File: src/design/flptw_pkg.sv
// ----------------------------------------------------------------------------
// flptw_pkg: shared types and codes of the page table walker
// Mode and status codes, controller states and the controller/datapath
// command and status groups.
// ----------------------------------------------------------------------------
`default_nettype none
package flptw_pkg;

    localparam logic [1:0] MODE_MAP    = 2'd0;
    localparam logic [1:0] MODE_UNMAP  = 2'd1;
    localparam logic [1:0] MODE_LOOKUP = 2'd2;
    localparam logic [1:0] MODE_NONE   = 2'd3;

    localparam logic [2:0] ST_OK        = 3'd0;
    localparam logic [2:0] ST_MISALIGN  = 3'd1;
    localparam logic [2:0] ST_ALREADY   = 3'd2;
    localparam logic [2:0] ST_NOT_MAP   = 3'd3;
    localparam logic [2:0] ST_EXHAUSTED = 3'd4;
    localparam logic [2:0] ST_MISS      = 3'd5;

    localparam logic [1:0] LEAF_LEVEL = 2'd3;

    typedef enum logic [2:0] {
        S_CLEAR,
        S_IDLE,
        S_CHECK,
        S_READ,
        S_EVAL
    } wk_state_t;

    typedef struct packed {
        logic       load;
        logic       clr;
        logic       rd;
        logic       follow;
        logic       alloc;
        logic       leaf_write;
        logic       finish;
        logic [2:0] fin_status;
        logic       lookup_hit;
    } wk_cmd_t;

    typedef struct packed {
        logic [1:0] mode;
        logic       misaligned;
        logic       count_zero;
        logic [1:0] level;
        logic       desc_valid;
        logic       desc_in_pool;
        logic       pool_full;
        logic       last_page;
        logic       clr_last;
    } wk_stat_t;

endpackage
`default_nettype wire

File: src/design/flptw_ctrl.sv
// ----------------------------------------------------------------------------
// flptw_ctrl: walk sequencer
// Clears the store after reset, then steps each map or unmap item through
// alignment checks, four descriptor reads per page and the leaf update.
// ----------------------------------------------------------------------------
`default_nettype none
module flptw_ctrl
    import flptw_pkg::*;
(
    input  wire logic     clk,
    input  wire logic     rst_n,
    input  wire logic     start,
    output logic          busy,
    input  wire wk_stat_t stat,
    output wk_cmd_t       cmd
);

    wk_state_t state_reg, state_next;

    // hold state
    always_ff @(posedge clk or negedge rst_n)
    begin
        if (!rst_n)
        begin
            state_reg <= S_CLEAR;
        end
        else
        begin
            state_reg <= state_next;
        end
    end

    // sequence the walk
    always_comb
    begin
        logic [2:0] absent_code;
        absent_code = (stat.mode == MODE_UNMAP) ? ST_NOT_MAP : ST_MISS;
        state_next = state_reg;
        cmd        = '0;
        busy       = 1'b1;
        case (state_reg)
            S_CLEAR:
            begin
                cmd.clr = 1'b1;
                if (stat.clr_last)
                begin
                    state_next = S_IDLE;
                end
            end
            S_IDLE:
            begin
                busy = 1'b0;
                if (start)
                begin
                    cmd.load   = 1'b1;
                    state_next = S_CHECK;
                end
            end
            S_CHECK:
            begin
                if (stat.mode == MODE_NONE)
                begin
                    cmd.finish = 1'b1;
                    cmd.fin_status = ST_OK;
                    state_next = S_IDLE;
                end
                else if (stat.mode == MODE_LOOKUP)
                begin
                    state_next = S_READ;
                end
                else if (stat.misaligned)
                begin
                    cmd.finish = 1'b1;
                    cmd.fin_status = ST_MISALIGN;
                    state_next = S_IDLE;
                end
                else if (stat.count_zero)
                begin
                    cmd.finish = 1'b1;
                    cmd.fin_status = ST_OK;
                    state_next = S_IDLE;
                end
                else
                begin
                    state_next = S_READ;
                end
            end
            S_READ:
            begin
                cmd.rd     = 1'b1;
                state_next = S_EVAL;
            end
            S_EVAL:
            begin
                if (stat.level != LEAF_LEVEL)
                begin
                    // table descriptor: follow, allocate or stop
                    if (stat.desc_valid)
                    begin
                        if (stat.desc_in_pool)
                        begin
                            cmd.follow = 1'b1;
                            state_next = S_READ;
                        end
                        else
                        begin
                            cmd.finish = 1'b1;
                            cmd.fin_status = (stat.mode == MODE_MAP) ? ST_EXHAUSTED
                                                                     : absent_code;
                            state_next = S_IDLE;
                        end
                    end
                    else if (stat.mode != MODE_MAP)
                    begin
                        cmd.finish = 1'b1;
                        cmd.fin_status = absent_code;
                        state_next = S_IDLE;
                    end
                    else if (stat.pool_full)
                    begin
                        cmd.finish = 1'b1;
                        cmd.fin_status = ST_EXHAUSTED;
                        state_next = S_IDLE;
                    end
                    else
                    begin
                        cmd.alloc  = 1'b1;
                        state_next = S_READ;
                    end
                end
                else if (stat.mode == MODE_LOOKUP)
                begin
                    cmd.finish     = 1'b1;
                    cmd.fin_status = stat.desc_valid ? ST_OK : ST_MISS;
                    cmd.lookup_hit = stat.desc_valid;
                    state_next     = S_IDLE;
                end
                else if (stat.desc_valid == (stat.mode == MODE_MAP))
                begin
                    // map over a live leaf, or unmap of a dead one
                    cmd.finish = 1'b1;
                    cmd.fin_status = (stat.mode == MODE_MAP) ? ST_ALREADY : ST_NOT_MAP;
                    state_next = S_IDLE;
                end
                else
                begin
                    cmd.leaf_write = 1'b1;
                    if (stat.last_page)
                    begin
                        cmd.finish = 1'b1;
                        cmd.fin_status = ST_OK;
                        state_next = S_IDLE;
                    end
                    else
                    begin
                        state_next = S_READ;
                    end
                end
            end
            default:
            begin
                state_next = S_IDLE;
            end
        endcase
    end

endmodule
`default_nettype wire

File: config.mk
export PLATFORM = sky130hd
export DESIGN_NAME = flptw_ctrl
export DESIGN_NICKNAME = d
export VERILOG_FILES = /design/src/design/flptw_pkg.sv /design/src/design/flptw_ctrl.sv
export SDC_FILE = /design/constraint.sdc
export NUM_CORES = 1
export LEC_CHECK = 0
export BUFFER_PORTS_ARGS = -buffer_cell sky130_fd_sc_hd__buf_2
export CAP_MARGIN = 0
export CORE_AREA = 10 10 47 49
export DETAILED_ROUTE_END_ITERATION = 6
export DIE_AREA = 0 0 57 59
export SYNTH_ARGS = -nofsm -noshare
export SYNTH_HDL_FRONTEND = slang
export SYNTH_SLANG_ARGS = --single-unit
File: constraint.sdc
create_clock -name clk -period 1.6 [get_ports clk]
set_input_delay 0.08 -clock clk [delete_from_list [all_inputs] [get_ports clk]]
set_output_delay 0.08 -clock clk [all_outputs]
set_load 0.005 [all_outputs]
==> results of run 1 <==
-- stage by stage --
| step | hold WS (ps) | total power [uW] | instances | util, % | setup WS, ps |
|---|---|---|---|---|---|
| final | 150 | 638 | 100 | 41.9 | 89.6 |
| after global routing | 152 | 705 | 100 | 41.9 | 16.8 |
| after CTS | 143 | 619 | 99 | 40.5 | 38.3 |
| after detailed placement | -123 | 479 | 94 | 37.9 | 264 |
| after global placement | -124 | 474 | 94 | 37.9 | 280 |
| after floorplan | -216 | 395 | 58 | - | 382 |
-- cells in the mapped netlist, types with 2 or more instances --
library cell and count:
inv_1 3, dfrtp_1 3, or3b_1 2, o21ba_2 2, nand3_1 2, nand2_1 7
buf_6 3, a21oi_1 3, nor2_1 6, or4_4 2, and3b_1 2, o21ai_0 2
nor3_1 5
-- layer usage --
metal  vias to the layer above  GRT usage [%]  wire (um)
li1                        264              -          -
met1                       223           9.04        618
met2                        13           12.9        629
met3                         2           1.93         45
met4                         0           5.03         19
met5                         -              0          0
-- layout by cell type (no fill, tap or decap), drive strengths merged, types with 2 or more instances in the layout --
master	Yosys	final
buf	5	26
nand2	7	7
nor2	6	6
nor3	5	5
clkbuf	0	4
inv	3	3
a21oi	3	3
dfrtp	3	3
o21ba	2	2
o21ai	2	2
or3b	2	2
or4	2	2
nand3	2	2
and3b	2	2
-- path summary, 6_finish.rpt --
path	start	to	slack, ps	cells after the start
min in group asynchronous	rst_n	state_reg[1]	190	2
worst min register to register	state_reg[2]	state_reg[0]	560	1
worst min-delay path	stat[0]	state_reg[0]	150	3
worst max register to register	state_reg[0]	state_reg[1]	340	3
max in group asynchronous	rst_n	state_reg[0]	1290	2
worst max-delay path	state_reg[0]	cmd[4]	90	3
-- power breakdown --
group / internal (uW) / total [uW] / switching (uW)
clock network: 93.3 / 130 / 36.5
logic: 181 / 320 / 140
registers: 118 / 188 / 69.6
-- area by class of cell --
class	instances	area, um2
Fill cell	164	815
Multi-Input combinational cell	47	308
Timing Repair Buffer	27	143
Sequential cell	3	78.8
Clock buffer	4	26.3
Tap cell	16	20.0
Inverter	3	11.3
-- cell families after synthesis --
logic type	after synthesis	share of synthesized area, %
AO/OA/AOI/OAI	15	26.6
AND/OR/NAND/NOR	32	42.8
buffers and inverters	8	13.3
flip-flops	3	17.3
-- repair_timing --
item                                    CTS  global route
resized for setup                         0             4
hold endpoints to repair                  3             0
setup buffers                             0             1
hold buffers                              1             0
endpoints found under the setup margin    0             1
-- worst max-delay path, delay by kind of cell (launching register included) --
family	cells	cell delay, ps
flip-flops	1	440
AND/OR/NAND/NOR	1	420
AO/OA/AOI/OAI	1	200
buffers and inverters	1	150
==> impl_metrics.csv, run 1 <==
group,metric,value,unit
sta,finalHoldViolCount,0,
global_routing,grt_pass1_wl,2210,um
critical_path,crit_slowest_cell,"dfrtp_2",
power_and_ir_drop,leakagePower,0.000285,uW
clocking,clkTransAtPathRegs,30,ps
logic_synthesis,syn_inst,58,
logic_synthesis,synth_top_area_cell,"dfrtp_1",
critical_path,cp-end-kind,"output pin",
detailed_routing,num_vias,502,
floorplan,rows,14,
logic_synthesis,synth_seq_cells,3,
detailed_routing,drt-initial-drc-count,1,
floorplan,die_width,57,um
critical_path,cp-start-kind,"flip-flop",
outcome,status,"complete, no violations",
critical_path,cp.required,1520,ps
critical_path,arrival,1430,ps
finish,nets,99,
clocking,clock_path_buffers,2,
place,io_buffers,25,
sta,period_minus_slack,1510,ps
global_routing,grt_pass1_vias,520,
sta,setup_violations,0,
clocking,cts_made_buffers,3,
detailed_routing,wl_per_cell,13.1,um
logic_synthesis,synth-edff-count,0,
logic_synthesis,ys_types,29,
clocking,clk_latency,230,ps
sta,rsz0062_at_grt,"no",
logic_synthesis,syn-num-nets,72,
floorplan,core-area,1400,um2
floorplan,dieHeight,59,um
power_and_ir_drop,power.density,1090,nW/um2
sta,relSlewSlack,78.4,%
logic_synthesis,async_flop_share,100,%
logic_synthesis,ys_dominant_reg_cell,"dfrtp_1",
global_routing,overflow,0,
detailed_routing,antenna_left,0,
logic_synthesis,synth_area_leaders,"dfrtp_1 17%, buf_6 7.8%, nand2_1 6.1%",
finish,fin_area,587,um2
floorplan,design.portCount,26,
sta,post-route-period-util,94.4,%
finish,largest_reg_flops,3,
logic_synthesis,ys_seq_area_share,17.3,%
critical_path,cp_max_fo,9,
detailed_routing,drcViolationCount,0,
finish,syn2layout_area_growth,35.5,%
sta,slew_violations,0,
global_routing,grt_usage,7.91,%
finish,layout-drive-gt1-share,46.4,%
sta,setup-tns-final,0,ps
critical_path,path_class,"reg2out",
sta,skew,1.59,ps
clocking,ctsRootBufferMaster,"clkbuf_4",
min_path,hold_path_class,"in2reg",
sta,tightest_slew,322,ps
floorplan,floorplan.initialDensity,30.9,%
sta,fmax,662,MHz
global_routing,grt_antenna_before_repair,0,
detailed_routing,routed_wl,1310,um
flow_run,drv_cap,0,
place,globalplace.congestion,0.737,
clocking,cts_max_level,1,
logic_synthesis,yosys_warnings,0,
floorplan,die_area,3360,um2
logic_synthesis,synth_top_area_share,17.3,%
critical_path,worstPathCellList,"or3b_1 -> o32ai_2 -> buf_2",
logic_synthesis,avgSynthCellArea,7.46,um2
power_and_ir_drop,vdd.ir_drop.worst,0.000644,V
detailed_routing,viasPerCell,5.02,
logic_synthesis,netlist_area,433,um2
detailed_routing,drtPass1Iterations,4,
critical_path,slowest_delay,440,ps
clocking,cts_tree,"yes",
place,place_area,532,um2
global_routing,grt_max_degree,12,
place,dpl.hpwl,1030,um
finish,diodes,0,
clocking,cts_sinks,3,
No activity file was read; power rests on OpenSTA's default activity.
==> inputs of run 2 (changes only) <==
--- a/config.mk
+++ b/config.mk
@@ -5,6 +5,7 @@
 export SDC_FILE = /design/constraint.sdc
 export NUM_CORES = 1
 export LEC_CHECK = 0
+export ABC_AREA = 1
 export BUFFER_PORTS_ARGS = -buffer_cell sky130_fd_sc_hd__buf_2
 export CAP_MARGIN = 0
 export CORE_AREA = 10 10 47 49
==> run 2 against run 1 <==
Non-clock buffer count down 1. Clock skew increased by 0.99 ps. Die area is the same. Clock-buffer cell count unchanged. First-iteration DRC count increased to 15 times the previous value. Final cell count up 15%. Clock power is essentially flat. Critical path depth rose by 3. Worst hold slack got worse by 70 ps. Combinational power up 17%.
==> impl_metrics.csv, run 2 <==
group,metric,value,unit
outcome,status,"complete, no violations",
logic_synthesis,synth_top_area_share,18.7,%
critical_path,crit_family,"simple AND/OR/NAND/NOR gates",
finish,nFillCells,171,
global_routing,grtUsageMet2,12.1,%
global_routing,grt_pass1_vias,512,
finish,final_common_cell,"buf_2",
clocking,cts_max_level,1,
sta,finalHoldViolCount,0,
place,io_buffers,25,
global_routing,overflow,0,
floorplan,floorplan.initialDensity,28.7,%
flow_run,drv_cap,0,
sta,setup_violations,0,
detailed_routing,drtPass1Iterations,4,
sta,relSlewSlack,85.2,%
global_routing,grt.busiest_layer,"met2",
place,dpl.hpwl,1020,um
logic_synthesis,avgSynthCellArea,5.74,um2
critical_path,cp-start-kind,"flip-flop",
sta,rsz0062_at_grt,"no",
floorplan,core-area,1400,um2
logic_synthesis,ys_dominant_reg_cell,"dfrtp_1",
sta,skew,2.58,ps
logic_synthesis,ys_types,20,
logic_synthesis,synth_area_leaders,"dfrtp_1 19%, inv_1 13%, nand2_1 13%",
clocking,cts_sinks,3,
detailed_routing,antenna_left,0,
floorplan,dieHeight,59,um
finish,layout_common_cells,"25 x buf_2, 14 x nand2_1, 14 x nor2_1",
clocking,cts_made_buffers,3,
power_and_ir_drop,vdd.ir_drop.worst,0.000602,V
critical_path,path_depth,6,
logic_synthesis,ys_seq_area_share,18.7,%
detailed_routing,wl_per_cell,10.1,um
logic_synthesis,syn_inst,70,
detailed_routing,viasPerCell,4.42,
floorplan,die_area,3360,um2
sta,period_minus_slack,1450,ps
sta,tightest_slew,220,ps
sta,fmax,691,MHz
global_routing,gr-usage-met1,7.30,%
critical_path,slowest_delay,390,ps
min_path,hold_path_class,"in2reg",
clocking,clk_latency,230,ps
logic_synthesis,synth-edff-count,0,
power_and_ir_drop,finalPower,640,uW
clocking,ctsRootBufferMaster,"clkbuf_4",
finish,largest_reg_flops,3,
logic_synthesis,netlist_area,402,um2
global_routing,grt_max_degree,9,
global_routing,use_met3,3.22,%
critical_path,path_class,"reg2out",
clocking,cts_tree,"yes",
logic_synthesis,synth_seq_cells,3,
floorplan,rows,14,
critical_path,arrival,1370,ps
finish,syn2layout_area_growth,42.4,%
global_routing,grt_pass1_wl,2000,um
finish,layout-drive-gt1-share,37.4,%
detailed_routing,drcViolationCount,0,
floorplan,die_width,57,um
floorplan,design.portCount,26,
place,globalplace.congestion,0.802,
logic_synthesis,syn-num-nets,84,
sta,post-route-period-util,90.4,%
detailed_routing,drt-initial-drc-count,15,
sta,setup-tns-final,0,ps
finish,diodes,0,
detailed_routing,num_vias,508,
critical_path,cp-end-kind,"output pin",
global_routing,grt_antenna_before_repair,0,
sta,setup_ws,154,ps
global_routing,grt_usage,7.19,%
critical_path,path_buf_inv,3,
critical_path,r2r_cells,7,
critical_path,cp_max_fo,7,
logic_synthesis,async_flop_share,100,%
critical_path,worstPathCellList,"inv_2 -> nand2_2 -> nor2_4 -> inv_2 -> nor4_2 -> buf_2",
sta,slew_violations,0,
logic_synthesis,synth_top_area_cell,"dfrtp_1",
power_and_ir_drop,leakagePower,0.000334,uW
critical_path,cp.required,1520,ps
clocking,clock_path_buffers,2,
power_and_ir_drop,power.density,1120,nW/um2
detailed_routing,routed_wl,1160,um
logic_synthesis,yosys_warnings,0,
critical_path,crit_slowest_cell,"dfrtp_1",
min_path,hold_depth,3,
finish,nets,114,
critical_path,cpMostUsedCell,"inv_2",
clocking,clkTransAtPathRegs,40,ps
place,pre_cts_slack,340,ps
logic_synthesis,synth_common_cells,"14 x inv_1, 14 x nand2_1, 14 x nor2_1, 4 x a21oi_1, 4 x nand3_1",
## run 2: cell count changes in the layout (fill, tap and decap cells not counted), sizes merged, moves of 2 or more
cell   delta
nand2     +8
nor2     +11
o21ba     -2
inv      +13
nand3     +2
a21oi     +2
nor3      -3
or4       -2
and3b     -2
or3b      -2
## run 2: final timing paths
kind                              start  slack [ps]      endpoint
setup / recovery           state_reg[1]         150        cmd[2]
max in group asynchronous         rst_n        1320  state_reg[2]
hold / removal                  stat[0]          80  state_reg[0]
hold reg to reg            state_reg[2]         550  state_reg[0]
setup reg to reg           state_reg[2]         470  state_reg[0]
min in group asynchronous         rst_n         170  state_reg[0]
## run 2: final cells by class
type	count	area (um2)	area share [%]
Timing Repair Buffer	26	135	23.6
Tap cell	16	20.0	3.50
Sequential cell	3	75.1	13.1
Multi-Input combinational cell	50	255	44.6
Clock buffer	4	26.3	4.60
Inverter	16	60.1	10.5
## run 2: metrics by stage
step                      cells  cell area (um2)  hold WS, ps  util (%)
after floorplan              70              402         -216         -
after CTS                   115              572         69.8      40.8
after global routing        115              572         81.6      40.8
final                       115              572         80.3      40.8
after global placement      110              536         -123      38.2
after detailed placement    110              536         -122      38.2
## run 2: logic make-up (layout without fill, tap and decap cells)
family	after synthesis	in the layout	share of synthesized area (%)
simple gates	39	39	45.5
flops	3	3	18.7
compound gates	11	11	18.1
buf+inv	17	46	17.8
## run 2: worst register-to-register path, cell delays in order, from the launching register on
cell	delay [ps]
dfrtp_1	390
inv_2	90
nand2_1	100
nor2_1	140
inv_1	90
nor2_2	120
o32ai_1	80
inv_1	50
## run 2: repair_timing
| action | CTS | global route |
|---|---|---|
| hold buffers | 1 | 0 |
| setup buffers | 0 | 0 |
| setup endpoints to repair | 0 | 1 |
| hold endpoints to repair | 3 | 0 |
| gates resized for setup | 0 | 1 |
## run 2: per-layer routing
layer,part of all wire (%),up-vias
li1,-,280
met1,41,214
met2,51,14
met3,7.6,0
met4,0,0
met5,0,-
## run 2: power by group
group | switching, uW | total (uW) | internal, uW
Clock | 37.3 | 131 | 93.3
Combinational | 222 | 373 | 150
Sequential | 24.7 | 137 | 112
==> inputs of run 3 (changes only) <==
--- a/config.mk
+++ b/config.mk
@@ -5,10 +5,11 @@
 export SDC_FILE = /design/constraint.sdc
 export NUM_CORES = 1
 export LEC_CHECK = 0
-export ABC_AREA = 1
+export ABC_AREA = 0
 export BUFFER_PORTS_ARGS = -buffer_cell sky130_fd_sc_hd__buf_2
 export CAP_MARGIN = 0
 export CORE_AREA = 10 10 47 49
+export CTS_BUF_LIST = sky130_fd_sc_hd__clkbuf_16
 export DETAILED_ROUTE_END_ITERATION = 6
 export DIE_AREA = 0 0 57 59
 export SYNTH_ARGS = -nofsm -noshare
==> run 3 against run 2 <==
Die area did not move. Clock power rose to 3.0 times the previous value. First-iteration DRC count decreased by 33%. Largest cell class unchanged. Setup slack lost 89 ps. Sequential share of layout area is 0.65 points lower. Sequential cell count is the same. Core utilization is 4.3 points higher. Highest routed layer is now met4. Final cell count down 14%.
==> impl_metrics.csv, run 3 (same netlist as run 1, synthesis figures left out) <==
group,metric,value,unit
place,dpl.hpwl,1030,um
floorplan,rows,14,
floorplan,floorplan.initialDensity,30.9,%
power_and_ir_drop,pwr-share-comb,34.1,%
sta,tightest_slew,330,ps
critical_path,cp-start-kind,"flip-flop",
global_routing,grt_antenna_before_repair,0,
critical_path,cp-end-kind,"output pin",
place,globalplace.congestion,0.737,
min_path,hold_depth,3,
power_and_ir_drop,swShare,31.9,%
place,io_buffers,25,
global_routing,grt_usage,7.35,%
sta,period_minus_slack,1540,ps
power_and_ir_drop,switchingPower,284,uW
finish,layout_common_cells,"25 x buf_2, 7 x nand2_1, 6 x nor2_1",
critical_path,cp_max_fo,10,
power_and_ir_drop,power.density,1410,nW/um2
power_and_ir_drop,leakagePower,0.000308,uW
sta,rsz0062_at_grt,"no",
critical_path,setup.worst_path.start,"state_reg[0]",
place,dpl.cell_count,94,
critical_path,r2r-end,"state_reg[1]",
finish,syn2layout_area_growth,46.0,%
clocking,clk_latency,220,ps
clocking,clkTransAtPathRegs,30,ps
power_and_ir_drop,intPower,607,uW
clocking,ctsRootBufferMaster,"clkbuf_16",
critical_path,r2r-start,"state_reg[0]",
detailed_routing,antenna_left,0,
min_path,hold_path_class,"in2reg",
finish,nets,98,
detailed_routing,num_vias,513,
sta,setup_violations,0,
critical_path,r2r_cells,3,
detailed_routing,drcViolationCount,0,
sta,fmax,651,MHz
clocking,cts_sinks,3,
sta,finalHoldViolCount,0,
global_routing,grt_max_degree,12,
floorplan,die_width,57,um
power_and_ir_drop,vdd.ir_drop.worst,0.000738,V
floorplan,design.portCount,26,
global_routing,grt_pass1_wl,2110,um
detailed_routing,routed_wl,1350,um
sta,post-route-period-util,96.0,%
finish,nFillCells,160,
clocking,cts_made_buffers,3,
critical_path,ff2ff_setup_slack,300,ps
finish,layout-drive-gt1-share,45.8,%
clocking,clock_path_buffers,2,
sta,skew,2.91,ps
sta,slew_violations,0,
flow_run,drv_cap,0,
min_path,min_to,"state_reg[0]",
sta,setup-tns-final,0,ps
critical_path,arrival,1460,ps
global_routing,grt_pass1_vias,518,
detailed_routing,wl_per_cell,13.7,um
floorplan,die_area,3360,um2
finish,diodes,0,
clocking,cts_tree,"yes",
detailed_routing,viasPerCell,5.18,
global_routing,overflow,0,
min_path,min_from,"stat[0]",
power_and_ir_drop,pwr-share-clk,44.0,%
floorplan,dieHeight,59,um
floorplan,core-area,1400,um2
detailed_routing,drtPass1Iterations,4,
critical_path,path_class,"reg2out",
outcome,status,"complete, no violations",
critical_path,cp.required,1520,ps
finish,largest_reg_flops,3,
sta,relSlewSlack,77.8,%
clocking,cts_max_level,1,
finish,final_common_cell,"buf_2",
finish,fin_cells,99,
power_and_ir_drop,seqPwrFrac,21.8,%
detailed_routing,drt-initial-drc-count,10,
[run 3: through the flow]
step / cell area, um2 / hold WS, ps / total power (uW) / util, % / setup WS [ps]
finish: 632 / 153 / 891 / 45.1 / 64.5
global placement: 532 / -124 / 474 / 37.9 / 280
detailed placement: 532 / -123 / 479 / 37.9 / 264
CTS: 621 / 155 / 880 / 44.3 / 39.1
global route: 632 / 169 / 942 / 45.1 / 11.7
floorplan: 433 / -216 / 395 / - / 382
[run 3: final cells by class]
cell class | count | area [um2] | area share, %
well taps | 16 | 20.0 | 3.17
clock inverters | 1 | 3.75 | 0.594
multi-input cells | 47 | 308 | 48.7
inverters | 3 | 11.3 | 1.78
repair buffers | 26 | 135 | 21.4
flip-flops and latches | 3 | 78.8 | 12.5
clock buffers | 3 | 75.1 | 11.9
[run 3: critical path, cell delays in order (launching register included)]
cell and delay, ps:
dfrtp_2 450, or3b_1 440, o32ai_2 200, buf_2 150
[run 3: worst max-delay path by stage]
| stage | endpoint | cells past startpoint |
|---|---|---|
| after floorplan | state_reg[1] | 4 |
| after global placement | cmd[4] | 5 |
| after detailed placement | cmd[4] | 5 |
| after CTS | cmd[4] | 3 |
| after global routing | cmd[4] | 3 |
| final | cmd[4] | 3 |
[run 3: power by group through the flow]
stage	Sequential [uW]	Clock, uW	Combinational [uW]
2_1_floorplan	132	0	263
3_3_place_gp	182	0	292
3_5_place_dp	184	0	295
4_1_cts	184	395	301
5_1_grt	200	404	337
6_report	194	392	304
[run 3: per-layer routing]
| layer | up-vias | routed length [um] | track usage, % |
|---|---|---|---|
| met4 | 0 | 13 | 4.03 |
| met3 | 3 | 56 | 1.29 |
| li1 | 262 | - | - |
| met2 | 18 | 666 | 12.7 |
| met5 | - | 0 | 0 |
| met1 | 230 | 616 | 8.32 |
[run 3: repair_timing]
action	CTS	global route
endpoints found under the setup margin	0	1
buffers inserted	0	0
gates resized for setup	0	4
hold buffers	1	0
endpoints found under the hold margin	3	0
